## config.mk

```make
export PLATFORM = sky130hd
export DESIGN_NAME = blind_and_relay_channel_controller
export DESIGN_NICKNAME = d
export VERILOG_FILES = /design/src/rtl/brc_pkg.sv /design/src/rtl/brc_front.sv /design/src/rtl/brc_div.sv /design/src/rtl/brc_ofifo.sv /design/src/rtl/brc_back.sv /design/src/rtl/blind_and_relay_channel_controller.sv
export VERILOG_INCLUDE_DIRS = /design/src /design/src/rtl
export SDC_FILE = /design/constraint.sdc
export NUM_CORES = 2
export LEC_CHECK = 0
export BUFFER_PORTS_ARGS = -buffer_cell sky130_fd_sc_hd__buf_4
export CAP_MARGIN = 10
export CORE_ASPECT_RATIO = 0.8
export CORE_MARGIN = 2
export CORE_UTILIZATION = 52
export DETAILED_ROUTE_END_ITERATION = 8
export HOLD_SLACK_MARGIN = 0.1
export PLACE_DENSITY = 0.74
export REMOVE_ABC_BUFFERS = 1
export SKIP_CTS_REPAIR_TIMING = 1
export SLEW_MARGIN = 20
export SYNTH_ARGS = -nofsm -noshare
export SYNTH_HDL_FRONTEND = slang
export SYNTH_SLANG_ARGS = --single-unit
```

## constraint.sdc

```tcl
create_clock -name clk -period 19.84 [get_ports clk]
set_input_delay 0.992 -clock clk [delete_from_list [all_inputs] [get_ports clk]]
set_output_delay 0.992 -clock clk [all_outputs]
set_load 0.02 [all_outputs]
```

## src/rtl/blind_and_relay_channel_controller_macros.svh

```systemverilog
// Assertion helpers, clocked on clk and disabled while arst_n is low.
`ifndef BLIND_AND_RELAY_CHANNEL_CONTROLLER_MACROS_SVH
`define BLIND_AND_RELAY_CHANNEL_CONTROLLER_MACROS_SVH

// same-cycle implication
`define BRC_ASSERT_IMP(lbl, ante, cons, msg) \
	lbl: assert property (@(posedge clk) disable iff (!arst_n) (ante) |-> (cons)) \
		else $error(msg);

// next-cycle implication
`define BRC_ASSERT_NXT(lbl, ante, cons, msg) \
	lbl: assert property (@(posedge clk) disable iff (!arst_n) (ante) |=> (cons)) \
		else $error(msg);

`endif

```

## src/rtl/brc_pkg.sv

```systemverilog
package brc_pkg;

	localparam int CHANNELS = 2;
	localparam int ChW      = (CHANNELS > 1) ? $clog2(CHANNELS) : 1;
	localparam int RelW     = 2 * CHANNELS;

	localparam logic [31:0] EXTRA_RUN_MS     = 32'd500;
	localparam logic [31:0] REPORT_PERIOD_MS = 32'd1000;
	localparam logic [6:0]  PCT_FULL         = 7'd100;
	// ceil(2^37 / 100): x / 100 == (x * PCT_RECIP) >> 37 for any 32-bit x
	localparam logic [31:0] PCT_RECIP        = 32'h51EB_851F;

	localparam logic [3:0] CMD_PLUS    = 4'd0;
	localparam logic [3:0] CMD_MINUS   = 4'd1;
	localparam logic [3:0] CMD_HASH    = 4'd2;
	localparam logic [3:0] CMD_ONE     = 4'd3;
	localparam logic [3:0] CMD_ZERO    = 4'd4;
	localparam logic [3:0] CMD_PERCENT = 4'd5;
	localparam logic [3:0] CMD_BADPCT  = 4'd6;
	localparam logic [3:0] CMD_OTHER   = 4'd7;
	localparam logic [3:0] CMD_IGNORE  = 4'd8;

	localparam logic [1:0] MODE_OFF   = 2'd0;
	localparam logic [1:0] MODE_BLIND = 2'd3;

	localparam logic [1:0] KIND_POS    = 2'd0;
	localparam logic [1:0] KIND_SWITCH = 2'd1;
	localparam logic [1:0] KIND_FINAL  = 2'd2;

	localparam logic [2:0] REG_MODE     = 3'd0;
	localparam logic [2:0] REG_TRAVEL0  = 3'd1;
	localparam logic [2:0] REG_TRAVEL1  = 3'd2;
	localparam logic [2:0] REG_HOLD0    = 3'd3;
	localparam logic [2:0] REG_HOLD1    = 3'd4;

	typedef struct packed {
		logic        mode;
		logic [31:0] now_ms;
		logic        channel;
		logic        relay_select;
		logic [3:0]  command;
		logic [9:0]  percent;
	} item_t;

	typedef struct packed {
		logic [1:0]  kind;
		logic        report_channel;
		logic        report_relay;
		logic [6:0]  value;
		logic [3:0]  relay_bits;
		logic        relays_changed;
		logic [31:0] next_timeout_ms;
		logic        last;
	} res_t;

	typedef struct packed {
		logic [3:0]  channel_mode;
		logic [23:0] travel0;
		logic [23:0] travel1;
		logic [23:0] hold0;
		logic [23:0] hold1;
	} cfg_t;

	typedef struct packed {
		logic        start;
		logic [31:0] num;
		logic [23:0] den;
	} div_req_t;

	typedef struct packed {
		logic        busy;
		logic        done;
		logic [31:0] quot;
	} div_rsp_t;

	function automatic logic reached(input logic [31:0] now, input logic [31:0] t);
		logic [31:0] df;
		df = now - t;
		return ~df[31];
	endfunction

	function automatic logic [31:0] tmin(input logic [31:0] a, input logic [31:0] b);
		logic [31:0] df;
		df = b - a;
		return df[31] ? b : a;
	endfunction

endpackage

```

## src/rtl/brc_front.sv

```systemverilog
module brc_front (
	input  logic           clk,
	input  logic           arst_n,
	input  logic           push,
	output logic           full,
	input  brc_pkg::item_t in_item,
	output logic           q_valid,
	output brc_pkg::item_t q_item,
	input  logic           q_pop
);
	import brc_pkg::*;

	item_t      mem_q [2];
	logic       wp_q, rp_q;
	logic [1:0] cnt_q;
	logic       acc, keep;

	assign full    = (cnt_q == 2'd2);
	assign acc     = push && !full;
	// commands at or above the ignore code leave no trace
	assign keep    = in_item.mode || (in_item.command < CMD_IGNORE);
	assign q_valid = (cnt_q != 2'd0);
	assign q_item  = mem_q[rp_q];

	always_ff @(posedge clk) begin
		if (acc && keep) mem_q[wp_q] <= in_item;
	end

	always_ff @(posedge clk or negedge arst_n) begin
		if (!arst_n) begin
			wp_q  <= 1'b0;
			rp_q  <= 1'b0;
			cnt_q <= 2'd0;
		end else begin
			if (acc && keep) wp_q <= ~wp_q;
			if (q_pop) rp_q <= ~rp_q;
			cnt_q <= cnt_q + {1'b0, acc && keep} - {1'b0, q_pop};
		end
	end
endmodule

```

## src/rtl/brc_div.sv

```systemverilog
module brc_div (
	input  logic              clk,
	input  logic              arst_n,
	input  brc_pkg::div_req_t req,
	output brc_pkg::div_rsp_t rsp
);
	import brc_pkg::*;

	logic [31:0] num_q, quot_q;
	logic [23:0] den_q;
	logic [24:0] rem_q;
	logic [4:0]  cnt_q;
	logic        busy_q, done_q;
	logic [24:0] sh;
	logic [25:0] diff;

	assign sh   = {rem_q[23:0], num_q[31]};
	assign diff = {1'b0, sh} - {2'b00, den_q};

	assign rsp.busy = busy_q;
	assign rsp.done = done_q;
	assign rsp.quot = quot_q;

	always_ff @(posedge clk) begin
		if (req.start) begin
			num_q  <= req.num;
			den_q  <= req.den;
			rem_q  <= '0;
			quot_q <= '0;
		end else if (busy_q) begin
			num_q  <= {num_q[30:0], 1'b0};
			rem_q  <= diff[25] ? sh : diff[24:0];
			quot_q <= {quot_q[30:0], ~diff[25]};
		end
	end

	always_ff @(posedge clk or negedge arst_n) begin
		if (!arst_n) begin
			busy_q <= 1'b0;
			done_q <= 1'b0;
			cnt_q  <= '0;
		end else begin
			done_q <= 1'b0;
			if (req.start) begin
				busy_q <= 1'b1;
				cnt_q  <= '0;
			end else if (busy_q) begin
				cnt_q <= cnt_q + 5'd1;
				if (cnt_q == 5'd31) begin
					busy_q <= 1'b0;
					done_q <= 1'b1;
				end
			end
		end
	end
endmodule

```

## src/rtl/brc_ofifo.sv

```systemverilog
module brc_ofifo (
	input  logic          clk,
	input  logic          arst_n,
	input  logic          wr,
	input  brc_pkg::res_t wr_data,
	output logic          of_full,
	output logic          empty,
	input  logic          pop,
	output brc_pkg::res_t rd_data
);
	import brc_pkg::*;

	res_t       mem_q [8];
	logic [2:0] wp_q, rp_q;
	logic [3:0] cnt_q;
	logic       rd;

	assign of_full = (cnt_q == 4'd8);
	assign empty   = (cnt_q == 4'd0);
	assign rd      = pop && !empty;
	assign rd_data = mem_q[rp_q];

	always_ff @(posedge clk) begin
		if (wr) mem_q[wp_q] <= wr_data;
	end

	always_ff @(posedge clk or negedge arst_n) begin
		if (!arst_n) begin
			wp_q  <= '0;
			rp_q  <= '0;
			cnt_q <= '0;
		end else begin
			if (wr) wp_q <= wp_q + 3'd1;
			if (rd) rp_q <= rp_q + 3'd1;
			cnt_q <= cnt_q + {3'b000, wr} - {3'b000, rd};
		end
	end
endmodule

```

## src/rtl/brc_back.sv

```systemverilog
module brc_back (
	input  logic              clk,
	input  logic              arst_n,
	input  brc_pkg::cfg_t     cfg,
	input  logic              q_valid,
	input  brc_pkg::item_t    q_item,
	output logic              q_pop,
	output brc_pkg::div_req_t div_req,
	input  brc_pkg::div_rsp_t div_rsp,
	output logic              wr,
	output brc_pkg::res_t     wr_data,
	input  logic              of_full
);
	import brc_pkg::*;

	localparam logic [3:0] S_IDLE = 4'd0;
	localparam logic [3:0] S_UPD  = 4'd1;
	localparam logic [3:0] S_UPD2 = 4'd2;
	localparam logic [3:0] S_NXT  = 4'd3;
	localparam logic [3:0] S_DIV  = 4'd4;
	localparam logic [3:0] S_PUSH = 4'd5;
	localparam logic [3:0] S_CMD  = 4'd6;
	localparam logic [3:0] S_TGT  = 4'd7;
	localparam logic [3:0] S_FIN  = 4'd8;
	localparam logic [3:0] S_TGT2 = 4'd9;

	logic [3:0]  state_q, ret_q;
	item_t       it_q;
	logic [ChW-1:0] ch_q;
	logic        rep_q;
	logic [31:0] d_q, next_q, nrt_q, lut_q;
	logic [RelW-1:0] relays_q, before_q;
	logic [23:0] pos_q [CHANNELS];
	logic [31:0] chk_q [CHANNELS];
	logic [31:0] end_q [CHANNELS];
	res_t        res_q;
	logic        start_q;
	logic [31:0] num_q;
	logic [23:0] den_q;
	logic [31:0] tg_q;

	function automatic logic [1:0] mode_of(input cfg_t c, input logic [ChW-1:0] ch);
		logic [7:0] m;
		m = {4'b0000, c.channel_mode};
		if (int'(ch) >= 2) return MODE_OFF;
		return m[2*ch +: 2];
	endfunction

	function automatic logic [23:0] travel_of(input cfg_t c, input logic [ChW-1:0] ch);
		if (int'(ch) == 0) return c.travel0;
		if (int'(ch) == 1) return c.travel1;
		return '0;
	endfunction

	function automatic logic [23:0] hold_of(input cfg_t c, input logic [ChW-1:0] ch);
		if (int'(ch) == 0) return c.hold0;
		if (int'(ch) == 1) return c.hold1;
		return '0;
	endfunction

	function automatic res_t rpt(input logic [1:0] k, input logic [ChW-1:0] ch,
			input logic r, input logic [6:0] v);
		res_t x;
		x = '0;
		x.kind           = k;
		x.report_channel = ch[0];
		x.report_relay   = r;
		x.value          = v;
		return x;
	endfunction

	assign q_pop        = (state_q == S_IDLE) && q_valid;
	assign div_req.start = start_q;
	assign div_req.num   = num_q;
	assign div_req.den   = den_q;

	always_ff @(posedge clk or negedge arst_n) begin
		logic [ChW-1:0] c;
		logic [1:0]  m;
		logic [23:0] t, h, pos;
		logic signed [33:0] p;
		logic [31:0] now, e;
		logic [63:0] prod;
		logic        b1, b2, on, off, up, tgt_go;
		if (!arst_n) begin
			state_q  <= S_IDLE;
			ret_q    <= S_IDLE;
			relays_q <= '0;
			before_q <= '0;
			nrt_q    <= '0;
			lut_q    <= '0;
			start_q  <= 1'b0;
			ch_q     <= '0;
			for (int i = 0; i < CHANNELS; i++) begin
				pos_q[i] <= '0;
				chk_q[i] <= '0;
				end_q[i] <= '0;
			end
		end else begin
			start_q <= 1'b0;
			now = it_q.now_ms;
			c   = ch_q;
			m   = mode_of(cfg, c);
			t   = travel_of(cfg, c);
			h   = hold_of(cfg, c);
			pos = pos_q[c];
			b1  = relays_q[2*c];
			b2  = relays_q[2*c+1];
			unique case (state_q)
				S_IDLE: begin
					if (q_valid) begin
						it_q     <= q_item;
						before_q <= relays_q;
						ch_q     <= '0;
						d_q      <= q_item.now_ms - lut_q;
						lut_q    <= q_item.now_ms;
						if (reached(q_item.now_ms, nrt_q)) begin
							rep_q  <= 1'b1;
							nrt_q  <= q_item.now_ms + REPORT_PERIOD_MS;
							next_q <= q_item.now_ms + REPORT_PERIOD_MS;
						end else begin
							rep_q  <= 1'b0;
							next_q <= nrt_q;
						end
						state_q <= S_UPD;
					end
				end
				S_UPD: begin
					if (m == MODE_BLIND) begin
						if (b1 || b2) begin
							p = b1 ? ($signed({10'd0, pos}) + $signed({{2{d_q[31]}}, d_q}))
							       : ($signed({10'd0, pos}) - $signed({{2{d_q[31]}}, d_q}));
							if (p > $signed({10'd0, t})) p = $signed({10'd0, t});
							if (p < 0) p = '0;
							pos_q[c] <= p[23:0];
							if (reached(now, end_q[c])) begin
								relays_q[2*c]   <= 1'b0;
								relays_q[2*c+1] <= 1'b0;
							end else begin
								next_q <= tmin(next_q, end_q[c]);
							end
							if (rep_q || reached(now, end_q[c])) begin
								res_q <= rpt(KIND_POS, c, 1'b0, 7'd0);
								ret_q <= S_NXT;
								if (t == '0) begin
									state_q <= S_PUSH;
								end else begin
									num_q   <= 32'(p[23:0]) * 32'd100 + 32'(t[23:1]);
									den_q   <= t;
									start_q <= 1'b1;
									state_q <= S_DIV;
								end
							end else begin
								state_q <= S_NXT;
							end
						end else begin
							state_q <= S_NXT;
						end
					end else if (m != MODE_OFF) begin
						if (b1 && h != '0 && reached(now, chk_q[c])) begin
							relays_q[2*c] <= 1'b0;
							res_q   <= rpt(KIND_SWITCH, c, 1'b0, 7'd0);
							ret_q   <= S_UPD2;
							state_q <= S_PUSH;
						end else begin
							state_q <= S_UPD2;
						end
					end else begin
						state_q <= S_NXT;
					end
				end
				S_UPD2: begin
					// relay two expiry reports on its own topic
					if (b2 && t != '0 && reached(now, end_q[c])) begin
						relays_q[2*c+1] <= 1'b0;
						res_q   <= rpt(KIND_SWITCH, c, 1'b1, 7'd0);
						ret_q   <= S_NXT;
						state_q <= S_PUSH;
					end else begin
						state_q <= S_NXT;
					end
				end
				S_NXT: begin
					if (int'(ch_q) == CHANNELS - 1) begin
						ch_q    <= ChW'(it_q.channel);
						state_q <= S_CMD;
					end else begin
						ch_q    <= ch_q + 1'b1;
						state_q <= S_UPD;
					end
				end
				S_DIV: begin
					if (div_rsp.done) begin
						res_q.value <= (div_rsp.quot > 32'd100) ? PCT_FULL : div_rsp.quot[6:0];
						state_q     <= S_PUSH;
					end
				end
				S_PUSH: begin
					if (!of_full) state_q <= ret_q;
				end
				S_CMD: begin
					state_q <= S_FIN;
					if (!it_q.mode && (int'(it_q.channel) < CHANNELS)) begin
						up = (it_q.command == CMD_PLUS);
						if (m == MODE_BLIND) begin
							if (it_q.command <= CMD_ZERO) begin
								if (b1 || b2) begin
									if (up || it_q.command == CMD_MINUS ||
											(it_q.command == CMD_HASH && reached(now, chk_q[c]))) begin
										relays_q[2*c]   <= 1'b0;
										relays_q[2*c+1] <= 1'b0;
										res_q <= rpt(KIND_POS, c, 1'b0, 7'd0);
										ret_q <= S_FIN;
										if (t == '0) begin
											state_q <= S_PUSH;
										end else begin
											num_q   <= 32'(pos) * 32'd100 + 32'(t[23:1]);
											den_q   <= t;
											start_q <= 1'b1;
											state_q <= S_DIV;
										end
									end
								end else if (up || it_q.command == CMD_MINUS) begin
									chk_q[c] <= now + 32'(h);
									if (up) begin
										e = now + 32'(t) - 32'(pos) + EXTRA_RUN_MS;
										relays_q[2*c] <= 1'b1;
									end else begin
										e = now + 32'(pos) + EXTRA_RUN_MS;
										relays_q[2*c+1] <= 1'b1;
									end
									end_q[c] <= e;
									next_q   <= tmin(next_q, e);
								end
							end else if (it_q.command == CMD_PERCENT ||
									it_q.command == CMD_BADPCT) begin
								relays_q[2*c]   <= 1'b0;
								relays_q[2*c+1] <= 1'b0;
								e = end_q[c];
								tgt_go = 1'b0;
								if (it_q.command == CMD_PERCENT && it_q.percent == 10'd100) begin
									e = now + 32'(t) - 32'(pos) + EXTRA_RUN_MS;
									relays_q[2*c] <= 1'b1;
								end else if (it_q.command == CMD_PERCENT && it_q.percent == 10'd0) begin
									e = now + 32'(pos) + EXTRA_RUN_MS;
									relays_q[2*c+1] <= 1'b1;
								end else if (it_q.command == CMD_PERCENT && it_q.percent < 10'd100) begin
									// travel * percent, divided by 100 in S_TGT and used in S_TGT2
									tgt_go  = 1'b1;
									num_q   <= 32'(t) * 32'(it_q.percent[6:0]);
									state_q <= S_TGT;
								end
								// a stop-only percent still folds in the old end time
								if (!tgt_go) begin
									end_q[c] <= e;
									next_q   <= tmin(next_q, e);
								end
							end
						end else if (m != MODE_OFF) begin
							on  = (it_q.command == CMD_ONE) || (it_q.command == CMD_PLUS);
							off = (it_q.command == CMD_ZERO) || (it_q.command == CMD_MINUS);
							if (on || off) begin
								if (!it_q.relay_select) begin
									relays_q[2*c] <= on;
									if (on) begin
										chk_q[c] <= now + 32'(h);
										if (h != '0) next_q <= tmin(next_q, now + 32'(h));
									end
								end else begin
									relays_q[2*c+1] <= on;
									if (on) begin
										end_q[c] <= now + 32'(t);
										if (t != '0) next_q <= tmin(next_q, now + 32'(t));
									end
								end
								res_q   <= rpt(KIND_SWITCH, c, it_q.relay_select, {6'd0, on});
								ret_q   <= S_FIN;
								state_q <= S_PUSH;
							end
						end
					end
				end
				S_TGT: begin
					// divide by 100 through the reciprocal
					prod    = 64'(num_q) * 64'(PCT_RECIP);
					tg_q    <= 32'(prod[63:37]);
					state_q <= S_TGT2;
				end
				S_TGT2: begin
					if (tg_q > 32'(pos)) begin
						e = now + tg_q - 32'(pos);
						relays_q[2*c] <= 1'b1;
					end else begin
						e = now + 32'(pos) - tg_q;
						relays_q[2*c+1] <= 1'b1;
					end
					end_q[c] <= e;
					next_q   <= tmin(next_q, e);
					state_q  <= S_FIN;
				end
				S_FIN: begin
					if (!of_full) begin
						res_q <= '0;
						state_q <= S_IDLE;
					end
				end
				default: state_q <= S_IDLE;
			endcase
		end
	end

	// final beat is built combinationally from the live relay state
	logic [7:0] rel8;
	res_t       fin;
	assign rel8 = 8'(relays_q);
	always_comb begin
		fin = '0;
		fin.kind            = KIND_FINAL;
		fin.relay_bits      = rel8[3:0];
		fin.relays_changed  = (relays_q != before_q);
		fin.next_timeout_ms = next_q;
		fin.last            = 1'b1;
	end

	res_t push_data;
	assign push_data = (state_q == S_FIN) ? fin : res_q;

	logic push_fin;
	assign push_fin = (state_q == S_FIN) && !of_full;

	assign wr = ((state_q == S_PUSH) || (state_q == S_FIN)) && !of_full;
	assign wr_data = push_data;

	`include "blind_and_relay_channel_controller_macros.svh"

	`BRC_ASSERT_IMP(a_push_room, wr, !of_full, "result written into full queue")
	`BRC_ASSERT_IMP(a_div_idle, start_q, !div_rsp.busy, "divider restarted while busy")
	`BRC_ASSERT_NXT(a_fin_idle, push_fin, state_q == S_IDLE, "final beat not closing item")
	`BRC_ASSERT_IMP(a_pop_idle, q_pop, state_q == S_IDLE, "item taken mid-sequence")
endmodule

```

## src/rtl/blind_and_relay_channel_controller.sv

```systemverilog
// Blind and relay channel controller. Items (commands or timer ticks) are
// pushed into a two-beat input queue; ignored commands are dropped there.
// A sequencer then brings every channel up to now_ms, applies the command
// and writes its result beats (position reports, switch reports, and one
// final status beat with last set) into an eight-beat result queue. An item
// is loaded in S_IDLE, each channel is updated in S_UPD (relay channels also
// in S_UPD2) and S_NXT, and the command is applied in S_CMD before S_FIN
// writes the final beat. Each switch report passes through S_PUSH, a
// percentage target through S_TGT and S_TGT2 (reciprocal multiply by 1/100),
// and each position report through S_DIV (unless travel is zero) and S_PUSH,
// since position reports share one radix-2 divider that retires one quotient
// bit per cycle.
// Configuration writes are always taken (cfg_ready is tied high) and
// must only happen while the block is idle.
module blind_and_relay_channel_controller (
	input  logic        clk,
	input  logic        arst_n,
	input  logic        push,
	output logic        full,
	input  logic        mode,
	input  logic [31:0] now_ms,
	input  logic        channel,
	input  logic        relay_select,
	input  logic [3:0]  command,
	input  logic [9:0]  percent,
	output logic        empty,
	input  logic        pop,
	output logic [1:0]  kind,
	output logic        report_channel,
	output logic        report_relay,
	output logic [6:0]  value,
	output logic [3:0]  relay_bits,
	output logic        relays_changed,
	output logic [31:0] next_timeout_ms,
	output logic        last,
	input  logic        cfg_valid,
	output logic        cfg_ready,
	input  logic [2:0]  cfg_index,
	input  logic [23:0] cfg_data
);
	import brc_pkg::*;

	cfg_t     cfg_q;
	item_t    in_item, q_item;
	logic     q_valid, q_pop;
	div_req_t div_req;
	div_rsp_t div_rsp;
	logic     wr, of_full;
	res_t     wr_data, rd_data;

	assign cfg_ready = 1'b1;

	// register file; unknown indexes are accepted and dropped
	always_ff @(posedge clk or negedge arst_n) begin
		if (!arst_n) begin
			cfg_q.channel_mode <= 4'd0;
			cfg_q.travel0      <= 24'd6500;
			cfg_q.travel1      <= 24'd6500;
			cfg_q.hold0        <= 24'd3000;
			cfg_q.hold1        <= 24'd3000;
		end else if (cfg_valid) begin
			unique case (cfg_index)
				REG_MODE:    cfg_q.channel_mode <= cfg_data[3:0];
				REG_TRAVEL0: cfg_q.travel0      <= cfg_data;
				REG_TRAVEL1: cfg_q.travel1      <= cfg_data;
				REG_HOLD0:   cfg_q.hold0        <= cfg_data;
				REG_HOLD1:   cfg_q.hold1        <= cfg_data;
				default:     ;
			endcase
		end
	end

	assign in_item.mode         = mode;
	assign in_item.now_ms       = now_ms;
	assign in_item.channel      = channel;
	assign in_item.relay_select = relay_select;
	assign in_item.command      = command;
	assign in_item.percent      = percent;

	brc_front u_front (
		.clk, .arst_n, .push, .full, .in_item,
		.q_valid, .q_item, .q_pop
	);

	brc_div u_div (.clk, .arst_n, .req(div_req), .rsp(div_rsp));

	brc_back u_back (
		.clk, .arst_n, .cfg(cfg_q), .q_valid, .q_item, .q_pop,
		.div_req, .div_rsp, .wr, .wr_data, .of_full
	);

	brc_ofifo u_ofifo (
		.clk, .arst_n, .wr, .wr_data, .of_full, .empty, .pop, .rd_data
	);

	assign kind            = rd_data.kind;
	assign report_channel  = rd_data.report_channel;
	assign report_relay    = rd_data.report_relay;
	assign value           = rd_data.value;
	assign relay_bits      = rd_data.relay_bits;
	assign relays_changed  = rd_data.relays_changed;
	assign next_timeout_ms = rd_data.next_timeout_ms;
	assign last            = rd_data.last;
endmodule
```

# Word-level counts from Yosys, hierarchy flattened
# Memories as Yosys holds them, arrays and structs flattened.
# Index checks and enable logic that the tools add are counted.
# classes
n_addsub	34
n_mul	4
n_lt_le_gt_ge	13
eq_ne	77
shift	1
mux	246
bitwise	16
n_reduce_logical	71
# op_table
operator	n
32-bit 2-to-1 mux	64
64-bit 2-to-1 mux	19
49-bit 2-to-1 mux	15
24-bit 2-to-1 mux	22
64-bit bitwise mux	5
32-bit subtractor	10
4-bit 2-to-1 mux	49
34-bit 2-to-1 mux	5
38-bit case mux with 4 select lines	1
32-bit case mux with 4 select lines	1
64-bit case mux with 2 select lines	1
32-bit by 24-bit adder with 32-bit output	3
31-bit by 23-bit adder with 32-bit output	2
32-bit by 9-bit adder with 32-bit output, second input constant	2
32-bit case mux with 2 select lines	1
32-bit by 24-bit subtractor with 32-bit output	2
32-bit by 31-bit multiplier with 63-bit output, second input constant	1
24-bit by 5-bit multiplier with 29-bit output, second input constant	2
48-bit bitwise mux	1
24-bit case mux with 2 select lines	1
24-bit nonzero test	2
4-bit case mux with 10 select lines	1
1-bit 2-to-1 mux	37
7-bit case mux with 5 select lines	1
87 further kinds	214
# word_totals
reg_bits	736
mem_bits_rw	490
in_bits	81
n_memories	2
# memory_table
memory	words	width	read_ports	rd_ports_with_merged_regs	wr	line_no	source
u_ofifo.mem_q	8	49	1	0	1	brc_ofifo.sv:13	res_t mem_q [8];
u_front.mem_q	2	49	1	0	1	brc_front.sv:13	item_t mem_q [2];

# Depth between registers and ports, before layout
# logic_depth
depth_word	23
ltp_mapped	62
ltp_nobuf	53

# By module
# A second synthesis with hierarchy kept.
# unflattened
cells_unflattened	9931
hier_area_um2	102993.8
# by_module_without_submodules
mod	instances	cells_per_inst	area_per_inst_um2	seq_area_each_um2
brc_back	1	8375	73817.0	12617.1
brc_ofifo	1	624	15270.9	12021.5
brc_div	1	543	5920.7	2977.9
brc_front	1	171	4005.1	3042.9
blind_and_relay_channel_controller	1	218	3980.1	2534.9

# Worst setup path before layout
# Ideal clock, no wire load.
# synth_path
path_type	register to register
startpoint	register u_back.ch_q
endpoint	register u_back.num_q[30], data pin
setup_ns	0.167
arrival_ns	11.967
setup_slack_ns	7.706
path_stages_with_launch	59
synth_period_minus_slack_ns	12.134
path_cell_list	dfrtp_1 -> buf_2 -> buf_1 -> clkbuf_1 -> buf_1 -> buf_1 -> buf_2 -> buf_2 -> clkbuf_1 -> buf_2 -> mux2i_1 -> inv_1 -> ha_1 -> a211oi_1 -> o21bai_1 -> a21o_1 -> a221o_1 -> a21boi_0 -> [23 not listed] -> nand3_1 -> o22ai_1 -> nand2b_1 -> nand2_1 -> xnor2_1 -> ha_1 -> o21a_1 -> o21ai_0 -> a21oi_1 -> inv_1 -> o31ai_1 -> a31o_2 -> nand4_1 -> a21o_1 -> nor4_1 -> nand3_1 -> xnor2_1 -> a211oi_1
# synth_between
elab_chain_len	23
elab_cells_between_ends	40
classes_between	add/sub: 4; mul: 3; order compare: 2; mux: 30; bitwise: 1
# synth_lines
item	line_no	source
from (decl)	brc_back.sv:29	logic [ChW-1:0] ch_q;
from (signal assigned)	brc_back.sv:185	ch_q <= ChW'(it_q.channel);
from (signal assigned)	brc_back.sv:188	ch_q <= ch_q + 1'b1;
1-bit NOT with 2-bit output (implied by the code)	brc_back.sv:106	pos = pos_q[c];
24-bit 2-to-1 mux (implied by the code) (3 in series)	brc_back.sv:106	
25-bit by 32-bit subtractor with 33-bit output / 25-bit by 32-bit adder with 33-bit output (equally long branches)	brc_back.sv:132, brc_back.sv:131	
34-bit 2-to-1 mux	brc_back.sv:131	p = b1 ? ($signed({10'd0, pos}) + $signed({{2{d_q[31]}}, d_q}))
34-bit by 25-bit > comparator with 1-bit output	brc_back.sv:133	if (p > $signed({10'd0, t})) p = $signed({10'd0, t});
34-bit 2-to-1 mux	brc_back.sv:133	
34-bit 2-to-1 mux	brc_back.sv:130	if (b1 || b2) begin
34-bit 2-to-1 mux	brc_back.sv:129	if (m == MODE_BLIND) begin
[5 not listed]	--	
24-bit 2-to-1 mux	brc_back.sv:109	unique case (state_q)
24-bit by 5-bit multiplier with 29-bit output	brc_back.sv:148	num_q <= 32'(p[23:0]) * 32'd100 + 32'(t[23:1]);
31-bit by 23-bit adder with 32-bit output	brc_back.sv:148	
32-bit 2-to-1 mux	brc_back.sv:145	if (t == '0) begin
32-bit 2-to-1 mux	brc_back.sv:142	if (rep_q || reached(now, end_q[c])) begin
32-bit 2-to-1 mux	brc_back.sv:130	
32-bit 2-to-1 mux	brc_back.sv:129	
32-bit case mux with 2 select lines (*)	brc_back.sv:109	
to (signal assigned)	brc_back.sv:148	
to (signal assigned)	brc_back.sv:217	num_q <= 32'(pos) * 32'd100 + 32'(t[23:1]);
to (signal assigned)	brc_back.sv:250	num_q <= 32'(t) * 32'(it_q.percent[6:0]);
to (decl)	brc_back.sv:38	logic [31:0] num_q;
# Mark *: on every way between the ends. The rest lies on a longest branch, timed or not. The select of a mux whose other input is x is not followed.
# A chain may end at the register's enable or synchronous reset.

# Worst setup path in the final report
# Ends and elaborated chain as after synthesis.

==> reports/results.txt <==
First-pass GRT wire length = 543000 µm
WL/cell = 29.6 µm
Detailed placement HPWL = 300000 µm
Initial antenna violation count = 35
Clk_lat worst skew = 0.84 ns
Number of enable flip-flop cells after synthesis = 744
DR DRC count = 0
Vias in the first global route = 77618
Worst-Margin Slew = 1.40 ns
Htree depth = 3
HP Start = now_ms[17]
Tot GR Track Use = 37.6%
Synthesized instance count = 10010
DR vias = 81576
Max-Cap Viols = 0
Root Driver = clkbuf_16
Largest net degree at the start of global routing = 90
Most common cell after layout, fill and taps aside = inv_1
Req. time, crit path = 20.30 ns
Final Hold Fails = 0
CP Capture Point = u_back.num_q[30]$_DFFE_PP_
Average cell area after synthesis = 10.2 µm²
Seq/Total Area, Yosys = 32.4%
Maximum clock path buffer count = 3
Async SR Flop Fraction = 32.1%
Fmax = 74.3 MHz
Cell mode on critical path = ha_1
DRT iter0 DRCs = 10680
Share of cells above drive strength 1 = 10.6%
Critical path's slowest cell = buf_4
DIE WIDTH = 498 µm
CTS Buf Count = 116
Critical Path Max Stage Delay = 0.77 ns
Worst r2r dst = u_back.num_q[30]$_DFFE_PP_
Slew HR = 5.48%
Critical Path Source Type = register
Worst-path clk slew = 0.07 ns
Gpl congestion = 1.08
Number of vias per cell = 6.37
Remaining global-route overflow = 0
Final ANT Viol Nets = 0
PortBufs = 131
Detailed Routing Iterations Pass 1 = 9
Initial core utilization = 52.2%
Crit. Startpoint = u_back.ch_q$_DFFE_PN0P_
Primary FF master, synth = edfxtp_1
Die H = 399 µm
Status = completed
CTS Sinks = 1178
Count of final max-slew check failures = 0
Fillers = 16570
Reg2Reg Depth = 46
CTS tree = yes
Max FO, Critical Path = 83
Layout Skew = 0.0911 ns
RSZ-0062 raised after global routing = false
Crit path kind = reg2reg
R2r setup slk = 6.38 ns
Ys Warns = 0
Drt total wl = 378000 µm
Final worst path period share = 67.8%
CP Data Arrival Time = 13.92 ns
I/O pin cnt = 133
RR Startpoint = u_back.ch_q$_DFFE_PN0P_
DIE AREA = 199000 µm²
Rows = 145
Most frequent cells in the layout = inv_1, ha_1, edfxtp_1, nand2_1, nor2_1
Final min period = 13.46 ns
Hold crit path type = in2reg
Mapped Area = 102000 µm²
Yosys cell types = 111
Core area = 195000 µm²
Multi-input logic area = 62800 µm²
CP endpoint kind = register
Final setup viols = 0
Area growth syn-to-layout = 8.60%
NumNets Final = 12000
Synthesized flop and latch total = 1178
Reg area = 33000 µm²
Final setup TNS = 0 ns
## layout make-up
class | count | share of cell area, %
Clock inverter | 64 | 0.662
Timing Repair Buffer | 323 | 2.24
Sequential cell | 1178 | 29.9
Tap cell | 2572 | 2.92
Clock buffer | 154 | 2.92
Multi-Input combinational cell | 7197 | 56.9
Inverter | 1296 | 4.41
Antenna cell | 19 | 0.0431
## layer usage
| metal | share of wire [%] | up-vias | routed length (µm) | GRT usage, % |
|---|---|---|---|---|
| li1 | - | 35580 | - | - |
| met1 | 44 | 40476 | 166000 | 55.5 |
| met2 | 38 | 4809 | 143000 | 48.8 |
| met3 | 15 | 675 | 57900 | 16.6 |
| met4 | 3.1 | 36 | 11900 | 10.8 |
| met5 | 0.087 | - | 329 | 0.812 |
## registers in the layout, summed over array words and instances, names as in the netlist, 5 cells and up
signal / count
u_back.d_q: 32
u_back.den_q: 24
cfg_q: 100
u_div.quot_q: 32
u_back.end_q: 64
u_back.chk_q: 64
u_back.pos_q: 48
u_front.mem_q: 98
u_back.lut_q: 32
u_ofifo.mem_q: 384
u_back.res_q: 10
u_back.it_q: 49
u_back.tg_q: 26
u_back.nrt_q: 32
u_div.cnt_q: 5
u_div.num_q: 32
u_div.den_q: 24
u_back.num_q: 32
u_back.next_q: 32
u_div.rem_q: 24
## synthesized netlist by cell type (263+ instances only)
cell type / count / area share [%]
fa_1: 571 / 11
mux2_2: 295 / 3.3
inv_1: 1293 / 4.8
nand2_1: 728 / 2.7
nor2_1: 610 / 2.3
o21ai_0: 452 / 2.2
ha_1: 1236 / 15
dfrtp_1: 352 / 8.7
edfxtp_1: 744 / 22
a21oi_1: 566 / 2.8
clkbuf_1: 263 / 0.97
xnor2_1: 317 / 2.7
## worst min path at each step
stage,slack [ns],end,cells after the start
6_report,0.36,u_front.mem_q[0][33]$_DFFE_PP_,1
3_5_place_dp,0.40,u_div.den_q[20]$_DFFE_PP_,0
5_1_grt,0.34,u_front.mem_q[0][33]$_DFFE_PP_,1
2_1_floorplan,0.40,u_div.den_q[0]$_DFFE_PP_,0
3_3_place_gp,0.40,u_div.den_q[10]$_DFFE_PP_,0
4_1_cts,0.03,u_back.nrt_q[17]$_DFFE_PN0P_,1
## cells by family after synthesis
logic type               Yosys count  synth area share, %
AND/OR/NAND/NOR                 2260                 10.5
AO/OA/AOI/OAI                   2096                 13.3
adder cells (fa/ha/maj)         1807                 26.5
buffers and inverters           1635                 6.12
flip-flops                      1178                 32.4
multiplexers                     581                 7.27
XOR/XNOR                         452                 3.90
other                              1              0.00369
## worst max-delay path, delay by kind of cell (launching register included)
family / cells / cell delay [ns]
compound gates: 20 / 4.35
flops: 1 / 0.53
simple gates: 8 / 1.32
buf+inv: 6 / 2.14
mux: 2 / 1.19
fa+ha+maj: 8 / 2.87
xor+xnor: 2 / 0.38
## through the flow
stage	setup slack (ns)	hold WS (ns)	instance area, µm²	instances	util [%]
after CTS	6.88	0.0273	110000	12782	56.6
after global routing	5.97	0.335	110000	12784	56.7
after detailed placement	7.03	0.405	106000	12564	54.6
final	6.38	0.360	110000	12803	56.7
after global placement	7.15	0.401	106000	12564	54.6
after floorplan	2.30	0.400	100000	9671	-
Power is left out: the tool's default activity adds up to more than one toggle a clock period on the data nets, which glitch-free logic cannot reach.
